File: config.mk
export PLATFORM = sky130hd
export DESIGN_NAME = bchs_mod
export DESIGN_NICKNAME = d
export VERILOG_FILES = /design/src/rtl/assert_macros.svh /design/src/rtl/bchs_pkg.sv /design/src/rtl/bchs_mod.sv
export SDC_FILE = /design/constraint.sdc
export NUM_CORES = 1
export LEC_CHECK = 0
export ABC_AREA = 1
export BUFFER_PORTS_ARGS = -buffer_cell sky130_fd_sc_hd__buf_2
export CAP_MARGIN = 20
export CORE_AREA = 2 2 39 41
export CTS_BUF_LIST = sky130_fd_sc_hd__clkbuf_16
export DETAILED_ROUTE_END_ITERATION = 7
export DIE_AREA = 0 0 41 43
export PLACE_DENSITY = 0.7
export SETUP_SLACK_MARGIN = 0.2
export SLEW_MARGIN = 40
export SYNTH_ARGS = -nofsm -noshare
export SYNTH_HDL_FRONTEND = slang
export SYNTH_SLANG_ARGS = --single-unit
File: constraint.sdc
create_clock -name clk -period 1 [get_ports clk]
set_clock_uncertainty 0.1 [all_clocks]
set_input_delay 0.05 -clock clk [delete_from_list [all_inputs] [get_ports clk]]
set_output_delay 0.05 -clock clk [all_outputs]
set_load 0.02 [all_outputs]
File: src/rtl/assert_macros.svh
// Assertion macros used by the top-level RTL file.
`ifndef ASSERT_MACROS_SVH
`define ASSERT_MACROS_SVH

// Same-cycle implication, disabled during reset.
`define ASSERT_IMPL(lbl, ante, cons, msg) \
  lbl: assert property (@(posedge clk) disable iff (!rst_n) (ante) |-> (cons)) \
    else $error(msg);

// Next-cycle implication, disabled during reset.
`define ASSERT_NEXT(lbl, ante, cons, msg) \
  lbl: assert property (@(posedge clk) disable iff (!rst_n) (ante) |=> (cons)) \
    else $error(msg);

`endif

File: src/rtl/bchs_pkg.sv
// Package: shared types and constants of the bounded chained hash set.
`timescale 1ns / 1ps
`default_nettype none
package bchs_pkg;

  localparam int BUCKETS_DEF = 1024;
  localparam int ENTRIES_DEF = 1024;

  localparam int CMD_W    = 2;
  localparam int KEYH_W   = 32;
  localparam int HANDLE_W = 64;
  localparam int SLOT_W   = 8;
  localparam int IDX_W    = 10;
  localparam int STATUS_W = 3;

  typedef enum logic [CMD_W-1:0] {
    CMD_APPEND = 2'd0,
    CMD_FIND   = 2'd1,
    CMD_INDEX  = 2'd2,
    CMD_CLEAR  = 2'd3
  } cmd_t;

  typedef enum logic [STATUS_W-1:0] {
    ST_OK       = 3'd0,
    ST_DUP      = 3'd1,
    ST_FULL     = 3'd2,
    ST_NOTFOUND = 3'd3,
    ST_RANGE    = 3'd4
  } status_t;

  typedef enum logic [2:0] {
    S_SWEEP,
    S_IDLE,
    S_HASH,
    S_HEADW,
    S_WALK,
    S_MISS,
    S_IDX,
    S_OUT
  } state_t;

endpackage
`default_nettype wire

File: src/rtl/bchs_mod.sv
// Bucket selection: page number modulo the bucket count, registered result.
`timescale 1ns / 1ps
`default_nettype none
module bchs_mod #(
  parameter int BUCKETS = bchs_pkg::BUCKETS_DEF,
  parameter int BW      = (BUCKETS > 1) ? $clog2(BUCKETS) : 1
) (
  input  wire logic                        clk,
  input  wire logic                        rst_n,
  input  wire logic                        start,
  input  wire logic [bchs_pkg::KEYH_W-1:0] value,
  output      logic                        done,
  output      logic [BW-1:0]               rem
);
  import bchs_pkg::*;

  localparam bit POW2 = ((BUCKETS & (BUCKETS - 1)) == 0);
  localparam int RW   = BW + 1;

  logic          done_r;
  logic [BW-1:0] rem_r;

  assign done = done_r;
  assign rem  = rem_r;

  generate
    if (POW2) begin : g_mask
      // Power of two: the remainder is a mask of the low bits
      always_ff @(posedge clk) begin
        if (!rst_n) begin
          done_r <= 1'b0;
        end else begin
          done_r <= start;
        end
        if (start) begin
          rem_r <= (BUCKETS == 1) ? '0 : BW'(value);
        end
      end
    end else begin : g_iter
      // Restoring remainder, four bits per cycle, most significant bits first
      logic                  busy_r;
      logic [2:0]            cnt_r;
      logic [KEYH_W-1:0]     val_r;
      logic [BW-1:0]         r_r;
      logic [BW-1:0]         r_nxt;

      always_comb begin
        logic [RW-1:0] t;
        t     = '0;
        r_nxt = r_r;
        for (int i = 0; i < 4; i++) begin
          t = {r_nxt, val_r[KEYH_W-1-i]};
          if (t >= RW'(BUCKETS)) begin
            t = t - RW'(BUCKETS);
          end
          r_nxt = t[BW-1:0];
        end
      end

      always_ff @(posedge clk) begin
        if (!rst_n) begin
          busy_r <= 1'b0;
          done_r <= 1'b0;
          cnt_r  <= '0;
        end else begin
          done_r <= 1'b0;
          if (start) begin
            busy_r <= 1'b1;
            cnt_r  <= '0;
          end else if (busy_r) begin
            cnt_r <= cnt_r + 3'd1;
            if (cnt_r == 3'd7) begin
              busy_r <= 1'b0;
              done_r <= 1'b1;
            end
          end
        end
        if (start) begin
          val_r <= value;
          r_r   <= '0;
        end else if (busy_r) begin
          val_r <= val_r << 4;
          r_r   <= r_nxt;
          if (cnt_r == 3'd7) begin
            rem_r <= r_nxt;
          end
        end
      end
    end
  endgenerate

endmodule
`default_nettype wire

==> summary.md <==
| Metric | Value |
|---|---|
| Cells after DPL | `52` |
| Synth Warn # | `0` |
| Vias post-DR | `226` |
| Static leakage | `0.281 nW` |
| Layout net count | `80` |
| Clock tree from TritonCTS | `done` |
| Via count of the first global-routing pass | `230` |
| Status | `finished, violations left` |
| # rows | `14` |
| Final Non-Filler Cells | `60` |
| Post-synthesis instance area | `328 um^2` |
| Overall Power | `1.41 mW` |
| WL per Instance | `10.9 um` |
| Worst-case headroom to the max-slew limit | `84.6%` |
| Full die area | `1760 um^2` |
| Critical-path maximum fanout | `1` |
| CTS HTree Levels | `1` |
| Ratio of routed vias to standard cells | `3.77` |
| Slowest stage cell, crit path | `edfxtp_1` |
| Diode insertion count for antenna repair | `0` |
| Crit path setup slack, layout | `0.0816 ns` |
| Post-Layout Inst Area | `627 um^2` |
| Number of antenna violations at the first check in global routing | `0` |
| Global-route wire length before repair | `1000 um` |
| Number of pins exceeding their max-slew limit in the final report | `0` |
| CP delay by family, top | `flip-flops` |
| Layout-stage area growth over the synthesis result | `91.2%` |
| Inserted Clock Buffers | `3` |
| Post-Syn Instances | `13` |
| Sink count of the clock tree | `11` |
| Net Count, Synth | `48` |
| Cell at the root of the clock tree | `clkbuf_16` |
| Crit path buffers/inverters | `1` |
| Total routing usage reported by global routing | `10.3%` |
| Nature of the critical path startpoint | `register` |
| Remaining number of nets flagged by the antenna check after routing | `0` |
| Pin count of the biggest net entering global routing | `12` |
| Number of different library cells in the post-synthesis netlist | `4` |
| Clock transition at the register clock pins on the worst setup and hold paths after CTS | `0.04 ns` |
| Finish-stage setup viols | `0` |
| RSZ-0062 raised after global routing | `yes` |
| Cell depth of the worst hold path | `1` |
| Hold endpoint | `rem[7]` |
| Initial detailed-routing violation count | `0` |
| Grt ovf | `0` |
| Cell breakdown of the critical path | `buf_6` |
| Starting density of the core | `23.7%` |
| Number of I/O pins | `46` |
| Weighted congestion reported at the end of routability-driven placement | `0.658` |
| Buffer depth of the longest clock path | `2` |
| CP endpoint kind | `output pin` |
| Critical path required time | `0.85 ns` |
| Layout cell share with drive strength beyond 1 | `61.4%` |
| Start point of the worst min-delay path | `value[7]` |
| Sequential-to-total area share from yosys stat | `97.7%` |
| Vertical extent of the die | `43 um` |
| Share of the clock period used by the worst path after layout | `91.8%` |
| Remaining design rule violation count | `0` |
| Transition time at the pin with the least slew margin | `0.231 ns` |
| Seq cells post-synth | `11` |
| Class of the worst hold path | `in2reg` |
| Worst IR Drop VDD | `0.000770 V` |
| Area inside the core boundary | `1380 um^2` |
| Final Hold Vio Count | `7` |
| First-pass DRT Iterations | `1` |
| Synthesized area per cell | `25.2 um^2` |
| Worst setup timing slack at the placement stage | `0.288 ns` |
| Horizontal extent of the die | `41 um` |
| Worst setup path class | `reg2out` |
| Worst hold slack after final layout | `-0.107 ns` |
| Setup tns final | `0 ns` |
| Port bufs | `23` |
| Routed wire length | `655 um` |
| Max-capacitance violation count | `0` |
| Delay of the slowest cell on the worst path | `0.39 ns` |
| Total placed instance area | `463 um^2` |
| Min cycle time layout | `0.918 ns` |
| Ratio of total power to cell area | `2240 nW/um^2` |
| FMAX | `1090 MHz` |
| Failing checks | `negative hold slack` |
| Critical Path AT | `0.77 ns` |
-- worst max-delay path by stage --
| stage | cells past startpoint | startpoint | endpoint | slack (ns) |
|---|---|---|---|---|
| after global placement | 1 | start | rem[0] | 0.31 |
| after detailed placement | 1 | start | rem[3] | 0.29 |
| final | 1 | rem[2] | rem[2] | 0.08 |
| after floorplan | 0 | rem[0] | rem[0] | 0.40 |
| after global routing | 1 | rem[2] | rem[2] | 0.05 |
| after CTS | 1 | rem[2] | rem[2] | 0.07 |
-- cells by family (layout without fill, tap and decap cells) --
| logic type | count (synthesis) | after routing | share of synthesized area [%] |
|---|---|---|---|
| buffers and inverters | 1 | 32 | 1.14 |
| flip-flops | 11 | 11 | 97.7 |
| AND/OR/NAND/NOR | 1 | 1 | 1.14 |
-- synthesized netlist by cell type --
| cell | count | share of area [%] |
|---|---|---|
| dfxtp_1 | 1 | 6.1 |
| edfxtp_1 | 10 | 92 |
| nand2_1 | 1 | 1.1 |
| inv_1 | 1 | 1.1 |
-- sequential cells by signal (all words and copies together) (netlist names) --
register / count
rem: 10
done: 1
-- layout by cell type, fill, tap and decap left out, drive strengths merged --
| cell type | instances |
|---|---|
| edfxtp | 10 |
| inv | 2 |
| clkbuf | 3 |
| nand2 | 1 |
| dlygate4sd3 | 4 |
| buf | 23 |
| dfxtp | 1 |
-- metrics by stage --
stage               utilization, %  hold WS (ns)
floorplan                        -        0.0435
global placement              33.5         0.129
detailed placement            33.5         0.128
CTS                           40.4        -0.116
global route                  45.3        -0.112
finish                        45.3        -0.107
-- cell type report --
cell class                      instances  area, um^2
Multi-Input combinational cell          1        3.75
Fill cell                             118         757
Timing Repair Buffer                   27         199
Clock inverter                          1        3.75
Inverter                                1        3.75
Tap cell                               16        20.0
Sequential cell                        11         322
Clock buffer                            3        75.1
-- report_power, final --
part           total (mW)  switching [mW]  internal (mW)
clock               0.705           0.182          0.523
combinational       0.145          0.0713         0.0735
sequential          0.556          0.0123          0.544
-- repair_timing --
action / CTS / global route
resized for setup: 3 / 12
hold buffers: 1 / 3
hold endpoints to repair: 11 / 10
endpoints found under the setup margin: 11 / 11
buffers inserted: 0 / 0
-- routing by layer --
metal  up-vias  part of all wire (%)  track usage [%]
li1        109                     -                -
met2        26                    34             9.69
met3         2                    18             7.85
met5         -                     0                0
met1        89                    44             12.7
met4         0                   3.4             12.0
Power figures use the tool's default switching activity.
